File: src/rtl/core/lprd_pkg.sv
// shared types, codes and layout tables for the record deframer
package lprd_pkg;

    // kind of a result beat
    typedef enum logic [1:0] {
        KIND_HEADER  = 2'd0,
        KIND_PAYLOAD = 2'd1,
        KIND_ERROR   = 2'd2,
        KIND_DONE    = 2'd3
    } kind_t;

    // error codes carried with an error beat
    typedef enum logic [1:0] {
        ERR_ZERO_LENGTH  = 2'd0,
        ERR_TRUNC_HEADER = 2'd1,
        ERR_TRUNC_PAYLD  = 2'd2,
        ERR_RESERVED     = 2'd3
    } err_t;

    // header fields that a layout can hold
    typedef enum logic [1:0] {
        FLD_NONE = 2'd0,
        FLD_LEN  = 2'd1,
        FLD_IP   = 2'd2,
        FLD_TIME = 2'd3
    } fld_t;

    // record_format codes
    localparam logic [2:0] FMT_LEN_ONLY  = 3'd0;
    localparam logic [2:0] FMT_IP_LEN    = 3'd1;
    localparam logic [2:0] FMT_LEN_TIME  = 3'd2;
    localparam logic [2:0] FMT_LEN_IP    = 3'd3;
    localparam logic [2:0] FMT_LEN_T_IP  = 3'd4;

    // parse position that means payload bytes follow
    localparam logic [1:0] PHASE_PAYLOAD = 2'd3;

    localparam int START_BITS = 40;

    // one result beat
    typedef struct packed {
        kind_t                   result_kind;
        logic [7:0]              payload_byte;
        logic                    last_of_record;
        logic [15:0]             record_length;
        logic [31:0]             source_address;
        logic [15:0]             source_port;
        logic [31:0]             stamp_seconds;
        logic [31:0]             stamp_nanoseconds;
        err_t                    error_code;
        logic [START_BITS-1:0]   record_start_offset;
        logic [31:0]             records_seen;
    } res_t;

    // header field found at a position of the layout
    function automatic fld_t field_at(input logic [2:0] fmt, input logic [1:0] pos);
        fld_t f;
        f = FLD_NONE;
        case (fmt)
            FMT_IP_LEN:
            begin
                if (pos == 2'd0) f = FLD_IP;
                else if (pos == 2'd1) f = FLD_LEN;
            end
            FMT_LEN_TIME:
            begin
                if (pos == 2'd0) f = FLD_LEN;
                else if (pos == 2'd1) f = FLD_TIME;
            end
            FMT_LEN_IP:
            begin
                if (pos == 2'd0) f = FLD_LEN;
                else if (pos == 2'd1) f = FLD_IP;
            end
            FMT_LEN_T_IP:
            begin
                if (pos == 2'd0) f = FLD_LEN;
                else if (pos == 2'd1) f = FLD_TIME;
                else if (pos == 2'd2) f = FLD_IP;
            end
            default:
            begin
                if (pos == 2'd0) f = FLD_LEN;
            end
        endcase
        return f;
    endfunction

    // bytes in a header field
    function automatic logic [3:0] field_size(input fld_t f);
        logic [3:0] n;
        case (f)
            FLD_LEN:  n = 4'd2;
            FLD_IP:   n = 4'd6;
            default:  n = 4'd8;
        endcase
        return n;
    endfunction

endpackage

File: src/rtl/core/lprd_if.sv
// stream channel interfaces for the record deframer

interface lprd_in_if;
    logic       valid;
    logic       ready;
    logic [7:0] data_byte;
    logic       end_of_stream;

    modport source (output valid, output data_byte, output end_of_stream, input ready);
    modport sink (input valid, input data_byte, input end_of_stream, output ready);
endinterface

interface lprd_out_if;
    logic        valid;
    logic        ready;
    logic [1:0]  result_kind;
    logic [7:0]  payload_byte;
    logic        last_of_record;
    logic [15:0] record_length;
    logic [31:0] source_address;
    logic [15:0] source_port;
    logic [31:0] stamp_seconds;
    logic [31:0] stamp_nanoseconds;
    logic [1:0]  error_code;
    logic [39:0] record_start_offset;
    logic [31:0] records_seen;

    modport source (
        output valid, output result_kind, output payload_byte, output last_of_record,
        output record_length, output source_address, output source_port,
        output stamp_seconds, output stamp_nanoseconds, output error_code,
        output record_start_offset, output records_seen, input ready
    );
    modport sink (
        input valid, input result_kind, input payload_byte, input last_of_record,
        input record_length, input source_address, input source_port,
        input stamp_seconds, input stamp_nanoseconds, input error_code,
        input record_start_offset, input records_seen, output ready
    );
endinterface

File: src/rtl/core/lprd_parser.sv
// per-byte record parser: parse state and the result of one beat
module lprd_parser #(
    parameter int OFFSET_BITS = 40
) (
    input  logic             clk,
    input  logic             rst_n,
    input  logic             accept,
    input  logic [7:0]       data_byte,
    input  logic             end_of_stream,
    input  logic [2:0]       record_format,
    output logic             res_valid,
    output lprd_pkg::res_t   res
);

    logic [1:0]             phase_reg, phase_next;
    logic [2:0]             idx_reg, idx_next;
    logic [15:0]            length_reg, length_next;
    logic [15:0]            remaining_reg, remaining_next;
    logic [31:0]            address_reg, address_next;
    logic [15:0]            port_reg, port_next;
    logic [31:0]            seconds_reg, seconds_next;
    logic [31:0]            nanos_reg, nanos_next;
    logic [OFFSET_BITS-1:0] offset_reg, offset_next;
    logic [OFFSET_BITS-1:0] start_reg, start_next;
    logic [31:0]            total_reg, total_next;
    logic                   err_hold_reg, err_hold_next;

    logic                   starting;
    logic [OFFSET_BITS-1:0] offset_inc;
    logic [15:0]            rem_dec;
    lprd_pkg::fld_t         fld;
    logic [1:0]             phase_eff;
    logic [2:0]             idx_eff;
    logic [63:0]            start_wide;
    logic [63:0]            offset_wide;

    always_ff @(posedge clk or negedge rst_n)
    begin
        if (!rst_n)
        begin
            phase_reg     <= '0;
            idx_reg       <= '0;
            length_reg    <= '0;
            remaining_reg <= '0;
            address_reg   <= '0;
            port_reg      <= '0;
            seconds_reg   <= '0;
            nanos_reg     <= '0;
            offset_reg    <= '0;
            start_reg     <= '0;
            total_reg     <= '0;
            err_hold_reg  <= 1'b0;
        end
        else
        begin
            phase_reg     <= phase_next;
            idx_reg       <= idx_next;
            length_reg    <= length_next;
            remaining_reg <= remaining_next;
            address_reg   <= address_next;
            port_reg      <= port_next;
            seconds_reg   <= seconds_next;
            nanos_reg     <= nanos_next;
            offset_reg    <= offset_next;
            start_reg     <= start_next;
            total_reg     <= total_next;
            err_hold_reg  <= err_hold_next;
        end
    end

    assign starting    = (phase_reg == 2'd0) && (idx_reg == 3'd0);
    assign offset_inc  = (offset_reg != '1) ? offset_reg + OFFSET_BITS'(1) : offset_reg;
    assign rem_dec     = remaining_reg - 16'd1;
    assign start_wide  = 64'(start_reg);
    assign offset_wide = 64'(offset_reg);

    always_comb
    begin
        phase_next     = phase_reg;
        idx_next       = idx_reg;
        length_next    = length_reg;
        remaining_next = remaining_reg;
        address_next   = address_reg;
        port_next      = port_reg;
        seconds_next   = seconds_reg;
        nanos_next     = nanos_reg;
        offset_next    = offset_reg;
        start_next     = start_reg;
        total_next     = total_reg;
        err_hold_next  = err_hold_reg;
        fld            = lprd_pkg::field_at(record_format, phase_reg);
        phase_eff      = phase_reg;
        idx_eff        = idx_reg;
        res_valid      = 1'b0;
        res            = '0;

        if (accept)
        begin
            if (end_of_stream)
            begin
                res_valid         = 1'b1;
                res.records_seen  = total_reg;
                if (err_hold_reg || starting)
                begin
                    res.result_kind         = lprd_pkg::KIND_DONE;
                    res.record_start_offset = offset_wide[lprd_pkg::START_BITS-1:0];
                end
                else
                begin
                    res.result_kind         = lprd_pkg::KIND_ERROR;
                    res.error_code          = (phase_reg == lprd_pkg::PHASE_PAYLOAD) ?
                                              lprd_pkg::ERR_TRUNC_PAYLD :
                                              lprd_pkg::ERR_TRUNC_HEADER;
                    res.record_length       = length_reg;
                    res.source_address      = address_reg;
                    res.source_port         = port_reg;
                    res.stamp_seconds       = seconds_reg;
                    res.stamp_nanoseconds   = nanos_reg;
                    res.record_start_offset = start_wide[lprd_pkg::START_BITS-1:0];
                end
                // new stream
                phase_next     = '0;
                idx_next       = '0;
                length_next    = '0;
                remaining_next = '0;
                address_next   = '0;
                port_next      = '0;
                seconds_next   = '0;
                nanos_next     = '0;
                offset_next    = '0;
                start_next     = '0;
                total_next     = '0;
                err_hold_next  = 1'b0;
            end
            else if (err_hold_reg)
            begin
                offset_next = offset_inc;
            end
            else
            begin
                offset_next = offset_inc;
                if (starting)
                begin
                    start_next   = offset_reg;
                    length_next  = '0;
                    address_next = '0;
                    port_next    = '0;
                    seconds_next = '0;
                    nanos_next   = '0;
                end

                if (phase_reg == lprd_pkg::PHASE_PAYLOAD)
                begin
                    remaining_next     = rem_dec;
                    res_valid          = 1'b1;
                    res.result_kind    = lprd_pkg::KIND_PAYLOAD;
                    res.payload_byte   = data_byte;
                    res.last_of_record = (rem_dec == 16'd0);
                    if (rem_dec == 16'd0)
                    begin
                        if (total_reg != '1)
                            total_next = total_reg + 32'd1;
                        phase_next = '0;
                        idx_next   = '0;
                    end
                end
                else
                begin
                    // position past the layout after a format change: restart it
                    if (fld == lprd_pkg::FLD_NONE)
                    begin
                        phase_eff = 2'd0;
                        idx_eff   = 3'd0;
                        fld       = lprd_pkg::field_at(record_format, 2'd0);
                    end
                    phase_next = phase_eff;

                    case (fld)
                        lprd_pkg::FLD_LEN:
                            length_next = {length_next[7:0], data_byte};
                        lprd_pkg::FLD_IP:
                        begin
                            if (idx_eff < 3'd4)
                                address_next = {address_next[23:0], data_byte};
                            else
                                port_next = {port_next[7:0], data_byte};
                        end
                        default:
                        begin
                            if (idx_eff < 3'd4)
                                seconds_next = {seconds_next[23:0], data_byte};
                            else
                                nanos_next = {nanos_next[23:0], data_byte};
                        end
                    endcase

                    if ({1'b0, idx_eff} + 4'd1 < lprd_pkg::field_size(fld))
                    begin
                        idx_next = idx_eff + 3'd1;
                    end
                    else
                    begin
                        idx_next = '0;
                        if (length_next == 16'd0 &&
                            (fld == lprd_pkg::FLD_LEN ||
                             lprd_pkg::field_at(record_format, phase_eff + 2'd1) ==
                             lprd_pkg::FLD_NONE))
                        begin
                            res_valid      = 1'b1;
                            res.result_kind = lprd_pkg::KIND_ERROR;
                            res.error_code  = lprd_pkg::ERR_ZERO_LENGTH;
                            err_hold_next  = 1'b1;
                            phase_next     = '0;
                        end
                        else if (lprd_pkg::field_at(record_format, phase_eff + 2'd1) ==
                                 lprd_pkg::FLD_NONE)
                        begin
                            phase_next      = lprd_pkg::PHASE_PAYLOAD;
                            remaining_next  = length_next;
                            res_valid       = 1'b1;
                            res.result_kind = lprd_pkg::KIND_HEADER;
                        end
                        else
                        begin
                            phase_next = phase_eff + 2'd1;
                        end
                    end
                end

                res.record_length       = length_next;
                res.source_address      = address_next;
                res.source_port         = port_next;
                res.stamp_seconds       = seconds_next;
                res.stamp_nanoseconds   = nanos_next;
                // a record that starts on this byte begins at the current offset
                res.record_start_offset = starting ?
                                          offset_wide[lprd_pkg::START_BITS-1:0] :
                                          start_wide[lprd_pkg::START_BITS-1:0];
                res.records_seen        = total_reg;
            end
        end
    end

    // after an error the parser sits at the layout start
    a_hold_at_start: assert property (@(posedge clk) disable iff (!rst_n)
        err_hold_reg |-> (phase_reg == 2'd0 && idx_reg == 3'd0))
        else $error("error hold away from record start");

    // payload phase always has bytes left
    a_payload_nonzero: assert property (@(posedge clk) disable iff (!rst_n)
        (phase_reg == lprd_pkg::PHASE_PAYLOAD) |-> (remaining_reg != 16'd0))
        else $error("payload phase with nothing remaining");

    // end of stream restarts offset and count
    a_eos_clears: assert property (@(posedge clk) disable iff (!rst_n)
        (accept && end_of_stream) |=> (offset_reg == '0 && total_reg == '0 && !err_hold_reg))
        else $error("stream state not cleared after end of stream");

    // every end of stream gives a result
    a_eos_result: assert property (@(posedge clk) disable iff (!rst_n)
        (accept && end_of_stream) |-> res_valid)
        else $error("end of stream without a result");

endmodule

File: src/rtl/core/lprd_out_reg.sv
// result register between the parser and the output channel
module lprd_out_reg (
    input  logic             clk,
    input  logic             rst_n,
    input  logic             push,
    input  lprd_pkg::res_t   push_data,
    output logic             space,
    lprd_out_if.source       out_ch
);

    logic             valid_reg, valid_next;
    lprd_pkg::res_t   data_reg;

    assign space = !valid_reg || out_ch.ready;

    always_comb
    begin
        valid_next = valid_reg;
        if (push)
            valid_next = 1'b1;
        else if (out_ch.ready)
            valid_next = 1'b0;
    end

    always_ff @(posedge clk or negedge rst_n)
    begin
        if (!rst_n)
            valid_reg <= 1'b0;
        else
            valid_reg <= valid_next;
    end

    always_ff @(posedge clk)
    begin
        if (push)
            data_reg <= push_data;
    end

    assign out_ch.valid               = valid_reg;
    assign out_ch.result_kind         = data_reg.result_kind;
    assign out_ch.payload_byte        = data_reg.payload_byte;
    assign out_ch.last_of_record      = data_reg.last_of_record;
    assign out_ch.record_length       = data_reg.record_length;
    assign out_ch.source_address      = data_reg.source_address;
    assign out_ch.source_port         = data_reg.source_port;
    assign out_ch.stamp_seconds       = data_reg.stamp_seconds;
    assign out_ch.stamp_nanoseconds   = data_reg.stamp_nanoseconds;
    assign out_ch.error_code          = data_reg.error_code;
    assign out_ch.record_start_offset = data_reg.record_start_offset;
    assign out_ch.records_seen        = data_reg.records_seen;

    // a new result never lands on one still waiting
    a_no_overwrite: assert property (@(posedge clk) disable iff (!rst_n)
        push |-> (!valid_reg || out_ch.ready))
        else $error("result overwritten before it was taken");

    // a push always shows up as a valid beat
    a_push_shows: assert property (@(posedge clk) disable iff (!rst_n)
        push |=> valid_reg)
        else $error("pushed result not presented");

endmodule

File: src/rtl/core/length_prefixed_record_deframer.sv
// top level of the length-prefixed record deframer
//
// takes a byte stream of captured packet records, one beat per byte, and
// splits it into records; record_format picks the header layout (0 length
// only, 1 ip/port then length, 2 length then timestamp, 3 length then
// ip/port, 4 length, timestamp, ip/port; codes 5 to 7 act as 0), all fields
// big-endian; a header beat comes out when the last header byte arrives,
// then one beat per payload byte with last_of_record on the final one; a
// zero length, or end of stream inside a header or payload, gives an error
// beat, and after an error bytes are dropped until end of stream, which
// always gives one beat (done or error) and starts a fresh stream; the input
// takes one beat every clock while the output side keeps up, since each
// byte is parsed combinationally from the parse state straight into a
// one-deep result register; the result beat is presented in the cycle after
// its input beat is accepted; write record_format only while the block is idle
module length_prefixed_record_deframer #(
    parameter int OFFSET_BITS = 40
) (
    input  logic        clk,
    input  logic        rst_n,
    input  logic        cfg_wr_en,
    input  logic [2:0]  cfg_wr_data,
    lprd_in_if.sink     in_ch,
    lprd_out_if.source  out_ch
);

    // header layout register
    logic [2:0]       format_reg;

    // handshake between input channel and parser
    logic             accept;
    logic             space;

    // parser result for this beat
    logic             res_valid;
    lprd_pkg::res_t   res;

    always_ff @(posedge clk or negedge rst_n)
    begin
        if (!rst_n)
            format_reg <= lprd_pkg::FMT_LEN_ONLY;
        else if (cfg_wr_en)
            format_reg <= cfg_wr_data;
    end

    // take a byte whenever the result register is free or draining
    assign in_ch.ready = space;
    assign accept      = in_ch.valid && space;

    lprd_parser #(
        .OFFSET_BITS (OFFSET_BITS)
    ) u_parser (
        .clk           (clk),
        .rst_n         (rst_n),
        .accept        (accept),
        .data_byte     (in_ch.data_byte),
        .end_of_stream (in_ch.end_of_stream),
        .record_format (format_reg),
        .res_valid     (res_valid),
        .res           (res)
    );

    lprd_out_reg u_out_reg (
        .clk       (clk),
        .rst_n     (rst_n),
        .push      (res_valid),
        .push_data (res),
        .space     (space),
        .out_ch    (out_ch)
    );

    // results only come from accepted beats
    a_result_needs_beat: assert property (@(posedge clk) disable iff (!rst_n)
        res_valid |-> accept)
        else $error("result without an accepted beat");

endmodule

File: src/flat_wrapper.sv
// flat-port wrapper written by rule: the top's interface ports become plain ports
module length_prefixed_record_deframer_flat 
#(
    parameter int OFFSET_BITS = 40
)
  (clk, rst_n, cfg_wr_en, cfg_wr_data, in_ch_valid, in_ch_data_byte, in_ch_end_of_stream, in_ch_ready, out_ch_valid, out_ch_result_kind, out_ch_payload_byte, out_ch_last_of_record, out_ch_record_length, out_ch_source_address, out_ch_source_port, out_ch_stamp_seconds, out_ch_stamp_nanoseconds, out_ch_error_code, out_ch_record_start_offset, out_ch_records_seen, out_ch_ready);
  lprd_in_if in_ch_i ();
  lprd_out_if out_ch_i ();
  input  logic clk;
  input  logic rst_n;
  input  logic cfg_wr_en;
  input  logic [2:0] cfg_wr_data;
  input wire logic [$bits(in_ch_i.valid)-1:0] in_ch_valid;
  input wire logic [$bits(in_ch_i.data_byte)-1:0] in_ch_data_byte;
  input wire logic [$bits(in_ch_i.end_of_stream)-1:0] in_ch_end_of_stream;
  output wire logic [$bits(in_ch_i.ready)-1:0] in_ch_ready;
  output wire logic [$bits(out_ch_i.valid)-1:0] out_ch_valid;
  output wire logic [$bits(out_ch_i.result_kind)-1:0] out_ch_result_kind;
  output wire logic [$bits(out_ch_i.payload_byte)-1:0] out_ch_payload_byte;
  output wire logic [$bits(out_ch_i.last_of_record)-1:0] out_ch_last_of_record;
  output wire logic [$bits(out_ch_i.record_length)-1:0] out_ch_record_length;
  output wire logic [$bits(out_ch_i.source_address)-1:0] out_ch_source_address;
  output wire logic [$bits(out_ch_i.source_port)-1:0] out_ch_source_port;
  output wire logic [$bits(out_ch_i.stamp_seconds)-1:0] out_ch_stamp_seconds;
  output wire logic [$bits(out_ch_i.stamp_nanoseconds)-1:0] out_ch_stamp_nanoseconds;
  output wire logic [$bits(out_ch_i.error_code)-1:0] out_ch_error_code;
  output wire logic [$bits(out_ch_i.record_start_offset)-1:0] out_ch_record_start_offset;
  output wire logic [$bits(out_ch_i.records_seen)-1:0] out_ch_records_seen;
  input wire logic [$bits(out_ch_i.ready)-1:0] out_ch_ready;
  assign in_ch_i.valid = in_ch_valid;
  assign in_ch_i.data_byte = in_ch_data_byte;
  assign in_ch_i.end_of_stream = in_ch_end_of_stream;
  assign in_ch_ready = in_ch_i.ready;
  assign out_ch_valid = out_ch_i.valid;
  assign out_ch_result_kind = out_ch_i.result_kind;
  assign out_ch_payload_byte = out_ch_i.payload_byte;
  assign out_ch_last_of_record = out_ch_i.last_of_record;
  assign out_ch_record_length = out_ch_i.record_length;
  assign out_ch_source_address = out_ch_i.source_address;
  assign out_ch_source_port = out_ch_i.source_port;
  assign out_ch_stamp_seconds = out_ch_i.stamp_seconds;
  assign out_ch_stamp_nanoseconds = out_ch_i.stamp_nanoseconds;
  assign out_ch_error_code = out_ch_i.error_code;
  assign out_ch_record_start_offset = out_ch_i.record_start_offset;
  assign out_ch_records_seen = out_ch_i.records_seen;
  assign out_ch_i.ready = out_ch_ready;
  length_prefixed_record_deframer #(.OFFSET_BITS(OFFSET_BITS)) u_core (.clk(clk), .rst_n(rst_n), .cfg_wr_en(cfg_wr_en), .cfg_wr_data(cfg_wr_data), .in_ch(in_ch_i), .out_ch(out_ch_i));
endmodule
File: config.mk
export PLATFORM = sky130hd
export DESIGN_NAME = length_prefixed_record_deframer_flat
export DESIGN_NICKNAME = d
export VERILOG_FILES = /design/src/rtl/core/lprd_pkg.sv /design/src/rtl/core/lprd_if.sv /design/src/rtl/core/lprd_parser.sv /design/src/rtl/core/lprd_out_reg.sv /design/src/rtl/core/length_prefixed_record_deframer.sv /design/src/flat_wrapper.sv
export SDC_FILE = /design/constraint.sdc
export NUM_CORES = 1
export LEC_CHECK = 0
export ABC_AREA = 0
export ABC_CLOCK_PERIOD_IN_PS = 15700
export BUFFER_PORTS_ARGS = -buffer_cell sky130_fd_sc_hd__buf_2
export CORE_MARGIN = 5
export CORE_UTILIZATION = 59
export CTS_CLUSTER_DIAMETER = 60
export CTS_CLUSTER_SIZE = 28
export DETAILED_ROUTE_END_ITERATION = 10
export PLACE_DENSITY = 0.8
export SLEW_MARGIN = 20
export SYNTH_ARGS = -nofsm -noshare
export SYNTH_HDL_FRONTEND = slang
export SYNTH_HIERARCHICAL = 1
export SYNTH_SLANG_ARGS = --single-unit
File: constraint.sdc
create_clock -name clk -period 15.7 [get_ports clk]
set_clock_uncertainty 0.15 [all_clocks]
set_input_delay 0.785 -clock clk [delete_from_list [all_inputs] [get_ports clk]]
set_output_delay 0.785 -clock clk [all_outputs]
set_load 0.02 [all_outputs]
* Yosys cells after proc, flatten, opt, wreduce, memory -nomap -nowiden *
Index checks and enable logic that the tools add are counted.

storage, ports and cells
  flip-flop bits (word level) = 479
  input port bits = 17
  output and inout bits = 215
  word-level logic and storage cells = 220

operators by class
  $add $sub $neg = 6
  $lt $le $gt $ge = 2
  equality and inequality tests = 17
  multiplexer cells = 140
  bitwise operators = 2
  reduce and logical (&&, ||, !) cells = 28

operators with widths
  operator                                            number
  2-to-1 mux 32 bit                                   23
  2-to-1 mux 16 bit                                   21
  2-to-1 mux 40 bit                                   6
  2-to-1 mux 213 bit                                  1
  2-to-1 mux 202 bit                                  1
  2-to-1 mux 130 bit                                  1
  2-to-1 mux 2 bit                                    50
  adder 40 x 1 -> 40 bit, second input constant       1
  inequality test 40 bit, second input constant       1
  adder 32 x 1 -> 32 bit, second input constant       1
  logical NOT 16 bit                                  2
  inequality test 32 bit, second input constant       1
  2-to-1 mux 3 bit                                    10
  2-to-1 mux 1 bit                                    19
  2-to-1 mux 4 bit                                    4
  case mux 2 bit (4 select lines)                     2
  subtractor 16 x 1 -> 16 bit, second input constant  1
  logical NOT 2 bit                                   5
  AND reduction 5 bit                                 2
  nonzero test 2 bit                                  5
  2-to-1 mux 9 bit                                    1
  == test 2 bit, second input constant                4
  case mux 4 bit (2 select lines)                     1
  == test 2 x 1 -> 1 bit, second input constant       3
  other kinds (21)                                    29

* Depth between registers and ports, before layout *
  word-level depth = 41
  depth in mapped cells = 18
  depth with buffers taken out = 16

* Cells and area by module *
Netlist, hierarchy kept.

by module, submodules not included
  module                           instances  cells an instance  area each (um^2)  seq. area each (um^2)
  lprd_parser                      1          1,556              14,717.9          6,556.3
  lprd_out_reg                     1          216                6,443.7           6,421.2
  length_prefixed_record_deframer  1          7                  115.1             75.1

* Least setup slack after synthesis *
Ideal clock, no wire load.

  path type = register -> register
  from = register u_core.u_parser.phase_reg[0]
  to = register u_core.u_out_reg.valid_reg, in the netlist u_core/u_out_reg/out_ch.valid
  setup time = 128 ps
  arrival = 12,700 ps
  required time = 15,422 ps
  path slack = 2,722 ps
  stages on the path, launching flop included = 14
  buffers on the path = 0
  clock period less this slack = 12,978 ps
  cells stage by stage = dfrtp_1 -> inv_1 -> ha_1 -> and4bb_2 -> a311o_2 -> nand2_1 -> inv_1 -> ha_1 -> or3b_2 -> a31oi_2 -> a21o_1 -> a21oi_1 -> nor2_1 -> nand2b_2

on the way
  cells in the longest elaborated chain, start to end = 32
  elaborated cells between the ends (all ways) = 87
  those cells by class = 2 x add/sub; 1 x order compare; 7 x eq/ne; 67 x mux; 10 x reduce/logical

RTL lines
  element                                                        line                                   text
  from (decl)                                                    lprd_parser.sv:15                      logic [1:0] phase_reg, phase_next;
  from (signal assigned)                                         lprd_parser.sv:56                      phase_reg <= phase_next;
  == test 2 bit                                                  lprd_pkg.sv:79                         else if (pos == 2'd2) f = FLD_IP;
  2-to-1 mux 2 bit                                               lprd_pkg.sv:79
  2-to-1 mux 2 bit                                               lprd_pkg.sv:78                         else if (pos == 2'd1) f = FLD_TIME;
  2-to-1 mux 2 bit                                               lprd_pkg.sv:77                         if (pos == 2'd0) f = FLD_LEN;
  case mux 2 bit (4 select lines)                                lprd_pkg.sv:59                         case (fmt)
  logical NOT 2 bit                                              lprd_parser.sv:170                     if (fld == lprd_pkg::FLD_NONE)
  2-to-1 mux 2 bit                                               lprd_parser.sv:170
  2-to-1 mux 2 bit                                               lprd_parser.sv:152                     if (phase_reg == lprd_pkg::PHASE_PAYLOAD)
  [... 17 more ...]                                              n/a
  2-to-1 mux 1 bit                                               lprd_parser.sv:204                     if (length_next == 16'd0 &&
  2-to-1 mux 1 bit                                               lprd_parser.sv:197                     if ({1'b0, idx_eff} + 4'd1 < lprd_pkg::field_size(fld))
  2-to-1 mux 1 bit (*)                                           lprd_parser.sv:152
  2-to-1 mux 1 bit (*)                                           lprd_parser.sv:135                     else if (err_hold_reg)
  2-to-1 mux 1 bit (*)                                           lprd_parser.sv:99                      if (end_of_stream)
  2-to-1 mux 1 bit (*)                                           lprd_parser.sv:97                      if (accept)
  named net u_core.res_valid                                     length_prefixed_record_deframer.sv:35  logic res_valid;
  2-to-1 mux 1 bit / nonzero test 2 bit (equally long branches)  n/a
  to (signal assigned)                                           lprd_out_reg.sv:30                     valid_reg <= valid_next;
  to (decl)                                                      lprd_out_reg.sv:11                     logic valid_reg, valid_next;

Mark *: on every way through the listed nets, which the timed path passes. The rest lies on a longest branch. The select of a mux whose other input is x is not followed.
A chain may end at the register's enable or synchronous reset.

* Worst setup path after layout *
  from = register u_core.u_parser.phase_reg[0]
  to = register u_core.u_out_reg.data_reg (netlist bit u_core/u_out_reg/out_ch.source_port[14]), enable pin

on the way
  cells in the longest elaborated chain, start to end = 31
  elaborated cells between the ends (all ways) = 85
  those cells by class = 2 x add/sub; 1 x order compare; 7 x eq/ne; 66 x mux; 9 x reduce/logical

RTL lines
  element                                                       line                                    text
  == test 2 bit                                                 lprd_pkg.sv:79
  2-to-1 mux 2 bit                                              lprd_pkg.sv:79
  2-to-1 mux 2 bit                                              lprd_pkg.sv:78
  2-to-1 mux 2 bit                                              lprd_pkg.sv:77
  case mux 2 bit (4 select lines)                               lprd_pkg.sv:59
  logical NOT 2 bit                                             lprd_parser.sv:170
  2-to-1 mux 2 bit                                              lprd_parser.sv:170
  2-to-1 mux 2 bit                                              lprd_parser.sv:152
  [... 16 more ...]                                             n/a
  2-to-1 mux 1 bit / logical AND 1 bit (equally long branches)  lprd_parser.sv:215, lprd_parser.sv:204
  2-to-1 mux 1 bit                                              lprd_parser.sv:204
  2-to-1 mux 1 bit                                              lprd_parser.sv:197
  2-to-1 mux 1 bit (*)                                          lprd_parser.sv:152
  2-to-1 mux 1 bit (*)                                          lprd_parser.sv:135
  2-to-1 mux 1 bit (*)                                          lprd_parser.sv:99
  2-to-1 mux 1 bit (*)                                          lprd_parser.sv:97
  named net u_core.res_valid                                    length_prefixed_record_deframer.sv:35
  to (signal assigned)                                          lprd_out_reg.sv:36                      data_reg <= push_data;
  to (decl)                                                     lprd_out_reg.sv:12                      lprd_pkg::res_t data_reg;

Marks and branches as above.

==> results.sh <==
export IMPL_gp_congestion=0.8551
export IMPL_fin_util_pct=67.37
export IMPL_drive_above_1_share_pct=18.00
export IMPL_syn_nets=1811
export IMPL_worstSetupStartpointType="flop"
export IMPL_path_cells="inv_1 > ha_1 > and4bb_2 > a311o_2 > and2_1 > ha_1 > xnor2_1 > ha_1 > o211a_1 > a211oi_1 > inv_1 > a21oi_1 > nor2_4 > buf_4 > buf_4"
export IMPL_critPathMaxFanout=55
export IMPL_cts_max_level=2
export IMPL_yosysTopAreaCellShare_pct=31.28
export IMPL_period_minus_slack_ps=5101
export IMPL_crit_required_ps=15750
export IMPL_drc=0
export IMPL_dpl_worst_slack_ps=10670
export IMPL_slew_headroom_pct=23.87
export IMPL_synthesis_area_mm2=0.02128
export IMPL_cts_tree="done"
export IMPL_fillerInstances=2619
export IMPL_die_w_um=199.9
export IMPL_core_area_mm2=0.03557
export IMPL_cap_violations=0
export IMPL_die_h_um=199.9
export IMPL_critPathMostFrequentCell="ha_1"
export IMPL_timing_fmax_mhz=196.0
export IMPL_globalRouteOverflowTotal=0
export IMPL_numClockSinks=479
export IMPL_finalPower_mw=3.555
export IMPL_wl_per_cell_um=21.36
export IMPL_finalCritPeriodShare_pct=32.49
export IMPL_ys_seq_area_share_pct=61.35
export IMPL_p_leak_nw=9.806
export IMPL_finalNonFillerCells=2423
export IMPL_first_global_vias=15033
export IMPL_worstSetupEndpoint="u_core/u_out_reg/out_ch.source_port[14]"
export IMPL_ys_async_sr_fraction_pct=55.53
export IMPL_tightest_slew_ps=1138
export IMPL_hpwl_um=32770
export IMPL_cts_resized=0
export IMPL_critPathSlowestCell="a211oi_1"
export IMPL_grt_use_total_pct=25.33
export IMPL_setup_viol=0
export IMPL_die_area_mm2=0.03996
export IMPL_hold_buffers=0
export IMPL_clock_root_buffer="clkbuf_16"
export IMPL_synth_mux_area_share_pct=0.6822
export IMPL_io_buffers=231
export IMPL_timing_rr_end="u_core/u_out_reg/out_ch.source_port[14]"
export IMPL_crit_path_end_kind="flop"
export IMPL_grt_max_degree=132
export IMPL_outcome="completed"
export IMPL_fin_nets=1968
export IMPL_dp_cells=2359
export IMPL_critPathLaunch="u_core/u_parser/phase_reg[0]"
export IMPL_synth_edf_count=213
export IMPL_final_antenna_net_count=0
export IMPL_synthMostInstantiatedCell="dfrtp_1"
export IMPL_synth_seq_cells=479
export IMPL_setup_tns_ps=0
export IMPL_fin_ws_ps=10600
export IMPL_r2r_cells=15
export IMPL_syn_inst=1779
export IMPL_num_rows=69
export IMPL_worst_setup_path_type="flop to flop"
export IMPL_clockBufferDepth=3
export IMPL_synth_compound_area_share_pct=19.55
export IMPL_syn_area_per_cell_um2=11.96
export IMPL_post_cts_buffers=0
export IMPL_viasPerCell=6.489
export IMPL_yosys_area_share_adder_pct=0.8821
export IMPL_synth_xor_xnor_area_share_pct=1.476
export IMPL_yosysWarnings=6
export IMPL_reg2reg_from="u_core/u_parser/phase_reg[0]"
export IMPL_wl_um=51750
export IMPL_synthTopCellsByArea="dfrtp_1 (31%), edfxtp_1 (30%), a22o_1 (10%)"
export IMPL_p_per_area_mw_per_mm2=148.4
export IMPL_initialDrtViolationCount=1596
export IMPL_hold_viol_final=0
export IMPL_yosys_area_top_type="dfrtp_1"
export IMPL_path_clk_slew_ps=80
export IMPL_synthToLayoutAreaGrowth_pct=12.62
export IMPL_yosysUniqueCellTypes=78
export IMPL_slew_viol_final=0
export IMPL_drtPass1Iterations=6
export IMPL_initial_core_util_pct=59.82
export IMPL_yosys_area_share_simple_pct=13.08
export IMPL_synth_flop_cell="dfrtp_1"
export IMPL_holdCritPathClass="input pin to flop"
export IMPL_numCtsBuffers=34
export IMPL_grt_pass1_wl_um=82030
export IMPL_antenna_found_initial=1
export IMPL_rsz0062_at_grt="false"
export IMPL_clkLatencyLatePin_ps=540
export IMPL_r2r_setup_slack_ps=10600
export IMPL_vias=15724
export IMPL_synth_commonest_cells="dfrtp_1 (266), a22o_1 (247), edfxtp_1 (213)"
export IMPL_num_io_pins=232
export IMPL_synth_top_family_by_area="compound AO/OA/AOI/OAI gates"
export IMPL_cp_slowest_stage_delay_ps=750
export IMPL_worstPathArrival_ps=5160
export IMPL_irDropWorstVdd_mv=0.1073
==> how the worst min path moves through the flow <==
stage | startpoint | to | slack (ps) | cells after the start
2_1_floorplan | u_core/u_parser/start_reg[5] | u_core/u_parser/start_reg[5] | 320 | 1
3_3_place_gp | u_core/u_parser/start_reg[20] | u_core/u_parser/start_reg[20] | 330 | 1
3_5_place_dp | u_core/u_parser/start_reg[6] | u_core/u_parser/start_reg[6] | 330 | 1
4_1_cts | rst_n | u_core/u_parser/start_reg[13] | 280 | 1
5_1_grt | cfg_wr_data[1] | u_core/format_reg[1] | 340 | 2
6_report | cfg_wr_data[2] | u_core/format_reg[2] | 360 | 2
==> cells by family after synthesis <==
kind of cell | Yosys count
fa+ha+maj | 15
simple gates | 516
flops | 479
xor+xnor | 35
mux | 14
buf+inv | 157
compound gates | 563
==> stage by stage <==
stage          instance area, um2  hold slack (ps)
2_1_floorplan               21280            316.2
6_report                    23960            357.1
5_1_grt                     23960            344.1
3_3_place_gp                22680            332.8
3_5_place_dp                22680            332.0
4_1_cts                     23900            279.2
==> cells in the final DEF, fill, tap and decap left out, types with 10 or more instances in the layout <==
| cell type | instances |
|---|---|
| a211oi_1 | 12 |
| a21oi_1 | 48 |
| a22o_1 | 247 |
| a22oi_1 | 68 |
| and2_1 | 41 |
| and3_1 | 24 |
| buf_2 | 230 |
| buf_4 | 20 |
| clkbuf_16 | 35 |
| dfrtp_1 | 266 |
| edfxtp_1 | 213 |
| ha_1 | 15 |
| inv_1 | 24 |
| mux2i_1 | 10 |
| nand2_1 | 123 |
| nand3_1 | 34 |
| nand4_1 | 36 |
| nor2_1 | 80 |
| nor2b_1 | 45 |
| nor3_1 | 22 |
| nor4_1 | 19 |
| o21ai_0 | 124 |
| o31ai_1 | 12 |
| or3_1 | 24 |
| or4_1 | 13 |
| xnor2_1 | 18 |
| xor2_1 | 16 |
==> where the power goes <==
group / internal, mW / leakage (nW) / switching [mW] / total [mW]
Sequential: 1.50 / 5.74 / 0.115 / 1.62
Clock: 0.451 / 0.585 / 0.497 / 0.948
Combinational: 0.251 / 3.48 / 0.738 / 0.989
==> critical path: cells and delay by family, from the launching register on <==
family                   cells  cell delay, ps
XOR/XNOR                     1             220
flip-flops                   1             430
AO/OA/AOI/OAI                4            1580
AND/OR/NAND/NOR              3             550
adder cells (fa/ha/maj)      3             810
buffers and inverters        4            1040
==> metal layers <==
metal	wire length, um	track usage [%]
met3	3610	3.105
met2	25410	41.83
met1	21540	36.41
met5	0	0
met4	1194	6.591
==> layout make-up <==
type / count / area (um2) / area share, %
Clock inverter: 25 / 341.6 / 1.426
Clock buffer: 36 / 879.6 / 3.671
Timing Repair Buffer: 253 / 1354 / 5.650
Multi-Input combinational cell: 1143 / 7661 / 31.97
Antenna cell: 1 / 2.502 / 0.01044
Sequential cell: 479 / 13050 / 54.47
Tap cell: 461 / 576.8 / 2.407
Inverter: 25 / 93.84 / 0.3916
(Power assumes the default switching activity.)
